### src/rtl/hgnm_pkg.sv
// Package for the halo grid neighbor map: constants, register codes, pipeline types.
`default_nettype none
package hgnm_pkg;

  localparam int unsigned MAX_CELLS = 1024;
  localparam int unsigned MAX_GHOST = 4;

  localparam int unsigned CELLS_W = 11;
  localparam int unsigned FLAT_W  = 31;
  localparam int unsigned NBR_W   = 32;
  localparam int unsigned COORD_W = 12;
  localparam int unsigned PLANE_W = 21;
  localparam int unsigned TOTAL_W = 32;
  localparam int unsigned Q_W     = 11;   // quotient bits per divide

  // stage 0 captures, Q_W stages per divide, then the output register
  localparam int unsigned NSTAGE  = 1 + 2 * Q_W;
  localparam int unsigned LATENCY = NSTAGE + 1;

  // clamp, add, multiply, multiply
  localparam logic [2:0] SETTLE_CYCLES = 3'd4;

  typedef enum logic [2:0] {
    REG_DIMENSIONS  = 3'd0,
    REG_CELLS_X     = 3'd1,
    REG_CELLS_Y     = 3'd2,
    REG_CELLS_Z     = 3'd3,
    REG_GHOST_WIDTH = 3'd4
  } cfg_reg_e;

  typedef struct packed {
    logic              valid;
    logic              oor;
    logic [FLAT_W-1:0] flat;
    logic [FLAT_W-1:0] rem;
    logic [Q_W-1:0]    qk;
    logic [Q_W-1:0]    qj;
  } pipe_t;

  function automatic logic [CELLS_W-1:0] clamp_cells(input logic [CELLS_W-1:0] v);
    logic [CELLS_W-1:0] r;
    r = v;
    if (v == '0) r = CELLS_W'(1);
    else if (v > CELLS_W'(MAX_CELLS)) r = CELLS_W'(MAX_CELLS);
    return r;
  endfunction

endpackage
`default_nettype wire

### src/rtl/halo_grid_neighbor_map.sv
// Halo grid neighbor map: pipelined decode of a padded-grid flat index.
//
// Usage: drive flat_index_i and pulse start; the item is taken at an edge
// where start is high and busy is low. One beat can enter every cycle while
// busy is low. Each result passes stage 0, the two divider chains and the
// output register, then appears on the output ports for one cycle with
// valid_o high, in input order. The receiver cannot stall; results are
// not held.
// The two divides (flat / plane, then remainder / row length) are restoring
// dividers unrolled into 11 register stages each, one quotient bit a stage;
// that chain sets the latency. Throughput is one item per non-busy cycle.
// Configuration: cfg_valid_i/cfg_ready_o with cfg_index_i and cfg_data_i;
// writes are taken only while no item is in flight. After a write, and after
// reset, the clamped extents, padded extents, plane and total size are rebuilt
// in four register steps (clamp, add, multiply, multiply) and busy is high
// until they are done.
// Reset: asynchronous, active low; registers return to 3 axes, 64x64x64
// cells, 2 ghost layers; the pipeline empties.
`default_nettype none
module halo_grid_neighbor_map (
  input  wire                           clk_i,
  input  wire                           rst_ni,
  input  wire                           start,
  output logic                          busy,
  input  wire  [hgnm_pkg::FLAT_W-1:0]   flat_index_i,
  input  wire                           cfg_valid_i,
  output logic                          cfg_ready_o,
  input  wire  [2:0]                    cfg_index_i,
  input  wire  [hgnm_pkg::CELLS_W-1:0]  cfg_data_i,
  output logic                          valid_o,
  output logic signed [11:0]            cell_i_o,
  output logic signed [11:0]            cell_j_o,
  output logic signed [11:0]            cell_k_o,
  output logic signed [31:0]            neighbor_x_low_o,
  output logic signed [31:0]            neighbor_x_high_o,
  output logic signed [31:0]            neighbor_y_low_o,
  output logic signed [31:0]            neighbor_y_high_o,
  output logic signed [31:0]            neighbor_z_low_o,
  output logic signed [31:0]            neighbor_z_high_o,
  output logic                          is_ghost_o,
  output logic                          index_out_of_range_o
);
  import hgnm_pkg::*;

  // raw registers
  logic [1:0]         dim_q;
  logic [CELLS_W-1:0] cx_q, cy_q, cz_q;
  logic [2:0]         gw_q;
  logic [2:0]         settle_q;

  // derived geometry
  logic               use_y_q, use_z_q;
  logic [CELLS_W-1:0] nx_q, ny_q, nz_q;
  logic [3:0]         gx_q, gy_q, gz_q;
  logic [CELLS_W-1:0] tx_q, ty_q, tz_q;
  logic [PLANE_W-1:0] plane_q;
  logic [TOTAL_W-1:0] total_q;

  // divider pipeline
  pipe_t pipe_d [NSTAGE];
  pipe_t pipe_q [NSTAGE];

  logic cfg_we;
  logic inflight;

  always_comb begin
    inflight = 1'b0;
    for (int s = 0; s < NSTAGE; s++) inflight = inflight | pipe_q[s].valid;
  end

  assign busy        = (settle_q != '0);
  assign cfg_ready_o = !inflight && !(start && !busy);
  assign cfg_we      = cfg_valid_i && cfg_ready_o;

  always_ff @(posedge clk_i or negedge rst_ni) begin
    if (!rst_ni) begin
      dim_q    <= 2'd3;
      cx_q     <= CELLS_W'(64);
      cy_q     <= CELLS_W'(64);
      cz_q     <= CELLS_W'(64);
      gw_q     <= 3'd2;
      settle_q <= SETTLE_CYCLES;
    end else begin
      if (cfg_we) begin
        settle_q <= SETTLE_CYCLES;
        case (cfg_index_i)
          REG_DIMENSIONS:  dim_q <= cfg_data_i[1:0];
          REG_CELLS_X:     cx_q  <= cfg_data_i;
          REG_CELLS_Y:     cy_q  <= cfg_data_i;
          REG_CELLS_Z:     cz_q  <= cfg_data_i;
          REG_GHOST_WIDTH: gw_q  <= cfg_data_i[2:0];
          default: ;
        endcase
      end else if (settle_q != '0) begin
        settle_q <= settle_q - 3'd1;
      end
    end
  end

  // geometry rebuild: extents, then plane, then total
  logic [3:0] g_sat;
  assign g_sat = (gw_q > 3'(MAX_GHOST)) ? 4'(MAX_GHOST) : {1'b0, gw_q};

  always_ff @(posedge clk_i) begin
    use_y_q <= (dim_q >= 2'd2);
    use_z_q <= (dim_q == 2'd3);
    nx_q    <= clamp_cells(cx_q);
    ny_q    <= (dim_q >= 2'd2) ? clamp_cells(cy_q) : CELLS_W'(1);
    nz_q    <= (dim_q == 2'd3) ? clamp_cells(cz_q) : CELLS_W'(1);
    gx_q    <= g_sat;
    gy_q    <= (dim_q >= 2'd2) ? g_sat : 4'd0;
    gz_q    <= (dim_q == 2'd3) ? g_sat : 4'd0;
    tx_q    <= nx_q + CELLS_W'({gx_q, 1'b0});
    ty_q    <= ny_q + CELLS_W'({gy_q, 1'b0});
    tz_q    <= nz_q + CELLS_W'({gz_q, 1'b0});
    plane_q <= PLANE_W'(tx_q * ty_q);
    total_q <= TOTAL_W'(plane_q * tz_q);
  end

  always_comb begin
    pipe_d[0].valid = start && !busy;
    pipe_d[0].oor   = {1'b0, flat_index_i} >= total_q;
    pipe_d[0].flat  = flat_index_i;
    pipe_d[0].rem   = flat_index_i;
    pipe_d[0].qk    = '0;
    pipe_d[0].qj    = '0;
  end

  for (genvar s = 1; s <= Q_W; s++) begin : g_kdiv
    localparam int unsigned B = Q_W - s;
    logic [31:0] dv, ext;
    logic        ge;
    assign dv  = 32'(plane_q) << B;
    assign ext = {1'b0, pipe_q[s-1].rem};
    assign ge  = ext >= dv;
    always_comb begin
      pipe_d[s]       = pipe_q[s-1];
      pipe_d[s].rem   = ge ? FLAT_W'(ext - dv) : pipe_q[s-1].rem;
      pipe_d[s].qk[B] = ge;
    end
  end

  for (genvar s = Q_W + 1; s < NSTAGE; s++) begin : g_jdiv
    localparam int unsigned B = 2 * Q_W - s;
    logic [31:0] dv, ext;
    logic        ge;
    assign dv  = 32'(tx_q) << B;
    assign ext = {1'b0, pipe_q[s-1].rem};
    assign ge  = ext >= dv;
    always_comb begin
      pipe_d[s]       = pipe_q[s-1];
      pipe_d[s].rem   = ge ? FLAT_W'(ext - dv) : pipe_q[s-1].rem;
      pipe_d[s].qj[B] = ge;
    end
  end

  always_ff @(posedge clk_i or negedge rst_ni) begin
    if (!rst_ni) begin
      for (int s = 0; s < NSTAGE; s++) pipe_q[s] <= '0;
    end else begin
      for (int s = 0; s < NSTAGE; s++) pipe_q[s] <= pipe_d[s];
    end
  end

  // output stage
  pipe_t       last;
  logic [11:0] pi, pj, pk;
  logic [31:0] fl;
  logic        ghost_d;
  assign last = pipe_q[NSTAGE-1];
  assign pi   = 12'(last.rem);
  assign pj   = 12'(last.qj);
  assign pk   = 12'(last.qk);
  assign fl   = {1'b0, last.flat};

  always_comb begin
    ghost_d = (pi < 12'(gx_q)) || (pi >= 12'(nx_q) + 12'(gx_q));
    if (use_y_q && ((pj < 12'(gy_q)) || (pj >= 12'(ny_q) + 12'(gy_q)))) ghost_d = 1'b1;
    if (use_z_q && ((pk < 12'(gz_q)) || (pk >= 12'(nz_q) + 12'(gz_q)))) ghost_d = 1'b1;
  end

  always_ff @(posedge clk_i or negedge rst_ni) begin
    if (!rst_ni) begin
      valid_o <= 1'b0;
    end else begin
      valid_o <= last.valid;
    end
  end

  always_ff @(posedge clk_i) begin
    if (last.oor) begin
      cell_i_o             <= '0;
      cell_j_o             <= '0;
      cell_k_o             <= '0;
      neighbor_x_low_o     <= '1;
      neighbor_x_high_o    <= '1;
      neighbor_y_low_o     <= '1;
      neighbor_y_high_o    <= '1;
      neighbor_z_low_o     <= '1;
      neighbor_z_high_o    <= '1;
      is_ghost_o           <= 1'b0;
      index_out_of_range_o <= 1'b1;
    end else begin
      cell_i_o          <= pi - 12'(gx_q);
      cell_j_o          <= pj - 12'(gy_q);
      cell_k_o          <= pk - 12'(gz_q);
      neighbor_x_low_o  <= (pi != '0) ? fl - 32'd1 : '1;
      neighbor_x_high_o <= (pi + 12'd1 < 12'(tx_q)) ? fl + 32'd1 : '1;
      neighbor_y_low_o  <= (use_y_q && pj != '0) ? fl - 32'(tx_q) : '1;
      neighbor_y_high_o <= (use_y_q && (pj + 12'd1 < 12'(ty_q))) ? fl + 32'(tx_q) : '1;
      neighbor_z_low_o  <= (use_z_q && pk != '0) ? fl - 32'(plane_q) : '1;
      neighbor_z_high_o <= (use_z_q && (pk + 12'd1 < 12'(tz_q))) ? fl + 32'(plane_q) : '1;
      is_ghost_o           <= ghost_d;
      index_out_of_range_o <= 1'b0;
    end
  end

endmodule
`default_nettype wire

### config.mk
export PLATFORM = sky130hd
export DESIGN_NAME = halo_grid_neighbor_map
export DESIGN_NICKNAME = d
export VERILOG_FILES = /design/src/rtl/hgnm_pkg.sv /design/src/rtl/halo_grid_neighbor_map.sv
export SDC_FILE = /design/constraint.sdc
export NUM_CORES = 2
export LEC_CHECK = 0
export BUFFER_PORTS_ARGS = -buffer_cell sky130_fd_sc_hd__buf_2
export CORE_MARGIN = 5
export CORE_UTILIZATION = 63
export CTS_CLUSTER_DIAMETER = 100
export CTS_CLUSTER_SIZE = 24
export DETAILED_ROUTE_END_ITERATION = 7
export PLACE_DENSITY = 0.81
export SKIP_LAST_GASP = 1
export SYNTH_ARGS = -nofsm -noshare
export SYNTH_HDL_FRONTEND = slang
export SYNTH_SLANG_ARGS = --single-unit
### constraint.sdc
create_clock -name clk_i -period 8.2 [get_ports clk_i]
set_input_delay 2.46 -clock clk_i [delete_from_list [all_inputs] [get_ports clk_i]]
set_output_delay 2.46 -clock clk_i [all_outputs]
set_load 0.01 [all_outputs]
==> run summary <==
outcome - finished, violations left
failing checks - capacitance limit, slew limit
Clk pwr share - 13.7%
cell mode on critical path - fa_1
cell count after synthesis - 8698
GR Util All Layers - 33.8%
crit share post-route - 91.9%
startpoint types - flop
worst hold path class - reg2reg
fin nets - 9980
final antenna-violating net count - 0
post_cts resized - 0
final wirelength - 268000 um
sequential cell fraction of total power - 36.9%
vias in the first global route - 67991
Starting Density - 63.6%
largest net degree at the start of global routing - 177
fraction of layout cells with a size suffix above 1 - 7.86%
EDFF count, synth - 0
initial antenna violation count - 24
Setup crit end kind - flop
CTS Buf Count - 95
ys async rst share - 82.2%
final slew viol count - 5
VDD IR max - 307 uV
I/O Pins - 282
grt total ovfl - 0
WS Path Type - reg2reg
MaxCap Viol Count - 1
crit path time final - 7.54 ns
row count - 142
Port Buf Inserts - 281
hpwl dp - 198000 um
Power Dens Cells - 388 nW/um^2
Syn-to-layout area delta - 7.49%
Max Root-Sink Buffers - 3
Combinational Power Share - 49.4%
setup bufs post-CTS - 0
first-pass GRT wire length - 406000 um
synthesized area - 95400 um^2
routability cong. - 0.992
Max-slew headroom - -4.12%
Non-Filler Cell Area, Final - 103000 um^2
Yosys warning total - 0
leak pwr - 45.0 nW
Sum Neg Setup Slack - 0 ns
cell chain of the critical path - nand2_1 -> fa_1 -> fa_1 -> inv_1 -> ha_1 -> inv_1 -> fa_1 -> inv_1 -> fa_1 -> ha_1 -> a21o_1 -> o21bai_1 -> o311ai_0 -> a21oi_1 -> o311ai_0 -> a21oi_1 -> o21a_1 -> nor2_1 -> xnor2_1
WL/cell - 24.1 um
WP buf/inv - 3
root buf cell - clkbuf_16
Post-synth top flop - dfrtp_1
detailed-route DRC error count - 0
worst-skew pair later-pin latency - 0.79 ns
Die Height - 399 um
clk_skew - 0.0506 ns
first-pass detailed-route iteration total - 6
Crit path arrival time - 8.21 ns
RSZ-0062 raised after global routing - false
Req. time, crit path - 8.87 ns
final hold viol count - 0
DR vias - 67143
post-synthesis sequential area ratio - 51.1%
Mapped Nets - 9706
delay of the slowest critical-path stage - 1.02 ns
Clock transition at path regs - 0.10 ns
fillers - 10906
die footprint - 159000 um^2
post-synth cell types - 90
worst slew pin tran - 1.54 ns
CTS tree - yes
Synth Register Bits - 2022
# H-tree levels - 3
sw frac - 42.5%
Top delay family on crit path - compound AO/OA/AOI/OAI gates
initial drt markers - 6703
Die X - 399 um
core footprint - 150000 um^2
Max FO, Critical Path - 20
Int Power - 22.9 mW
Post-CTS Hold Buffers - 0
Max Clock Freq - 0.133 GHz
Setup Viol. Count Final - 0
clock sinks - 2022
CP max-delay cell - o311ai_0
switching power - 16.9 mW
Synth Area per Inst - 11.0 um^2
via/cell ratio - 6.06
DP Area - 99600 um^2
-- per-layer routing --
layer,track usage [%],wire length [um]
met5,0,11
met4,20.0,18700
met3,5.80,21900
met2,53.8,123000
met1,43.9,103000
-- cells in the final DEF, fill, tap and decap left out, types with 172 or more instances in the layout --
cell | synthesis | final
a21oi_1 | 437 | 434
nand2_1 | 815 | 815
nor3_1 | 200 | 197
xnor2_1 | 389 | 389
nor2_1 | 631 | 629
a21o_1 | 172 | 172
xor2_1 | 317 | 317
ha_1 | 675 | 675
o21ai_0 | 373 | 373
buf_2 | 3 | 280
dfxtp_1 | 360 | 359
inv_1 | 592 | 592
dfrtp_1 | 1655 | 1655
fa_1 | 284 | 284
-- registers in the layout, summed over array words and instances (netlist names), 36 cells and up --
register	count
pipe_d	871
g_jdiv.ext	341
last	36
g_kdiv.ext	341
-- power groups by stage --
| stage | logic [mW] | registers (mW) | clock network, mW |
|---|---|---|---|
| 2_1_floorplan | 14.3 | 13.8 | 0 |
| 3_3_place_gp | 18.4 | 14.7 | 0 |
| 3_5_place_dp | 19.0 | 14.8 | 0 |
| 4_1_cts | 19.3 | 14.6 | 5.57 |
| 5_1_grt | 21.6 | 14.9 | 5.95 |
| 6_report | 19.7 | 14.7 | 5.46 |
-- area by class of cell --
class	instances	area (um^2)	area share, %
timing repair buffer	392	2370	2.31
sequential	2022	48800	47.6
clock inverter	11	208	0.202
multi-input combinational	5863	43700	42.6
tap	2016	2520	2.46
inverter	598	2250	2.19
clock buffer	155	2660	2.59
antenna	29	72.6	0.0708
-- per-stage QoR --
stage	worst slack (ns)	utilization, %	hold WS, ns	cells	power [mW]
3_3_place_gp	1.33	66.4	0.332	10891	33.1
6_report	0.663	68.3	0.331	11086	39.8
5_1_grt	0.493	68.3	0.350	11063	42.4
2_1_floorplan	1.93	-	0.331	8698	28.1
3_5_place_dp	1.17	66.4	0.335	10891	33.8
4_1_cts	0.941	68.3	0.338	11057	39.5
-- kinds of logic (layout without fill, tap and decap cells) --
| group | count (synthesis) | count (layout) | synth area share [%] |
|---|---|---|---|
| and+or+nand+nor | 2584 | 2584 | 13.0 |
| DFF | 2022 | 2022 | 51.1 |
| AOI/OAI and AO/OA | 1464 | 1464 | 9.58 |
| adders and majority gates | 959 | 959 | 14.8 |
| buffers and inverters | 813 | 1156 | 3.23 |
| xor gates and xnor gates | 706 | 706 | 6.48 |
| muxes | 150 | 150 | 1.73 |
| other | 0 | 29 | 0 |
-- synthesized netlist by cell type (19+ instances only) --
master,count,area [um^2]
o21ai_0,373,1870
nand4_1,70,438
or2_2,31,194
o21bai_1,42,315
o211ai_1,22,165
xnor2_1,389,3410
dfrtp_1,1655,41400
nand2_1,815,3060
mux2i_1,30,300
fa_1,284,5690
a21o_1,172,1290
dfxtp_1,360,7210
nand2b_1,89,557
a21oi_1,437,2190
ha_1,675,8450
a21boi_0,37,278
or4_1,35,263
nand3b_1,19,143
nor2_1,631,2370
and2_1,75,469
clkbuf_1,196,736
nor2b_1,113,707
nor4b_1,19,166
or3_1,82,513
o31ai_1,53,398
o21a_1,78,586
xor2_1,317,2780
nand4b_1,21,184
and3_1,77,482
a31oi_1,50,313
mux2_2,120,1350
nand3_1,153,766
a211oi_1,36,270
nor4_1,105,657
nor3_1,200,1000
inv_1,592,2220
-- final timing paths --
kind | startpoint | to | slack (ns) | cells after the start
setup reg to reg | tz_q[4]$_DFF_P_ | total_q[30]$_DFF_P_ | 0.66 | 19
max in group asynchronous | rst_ni | g_jdiv[16].ext[2]$_DFF_PN0_ | 4.63 | 3
setup / recovery | tz_q[4]$_DFF_P_ | total_q[30]$_DFF_P_ | 0.66 | 19
hold / removal | pipe_d[55]$_DFF_PN0_ | fl[2]$_DFF_PN0_ | 0.33 | 0
min in group asynchronous | rst_ni | pipe_d[85]$_DFF_PN0_ | 1.60 | 1
hold reg to reg | pipe_d[55]$_DFF_PN0_ | fl[2]$_DFF_PN0_ | 0.33 | 0
Power figures use the tool's default switching activity.
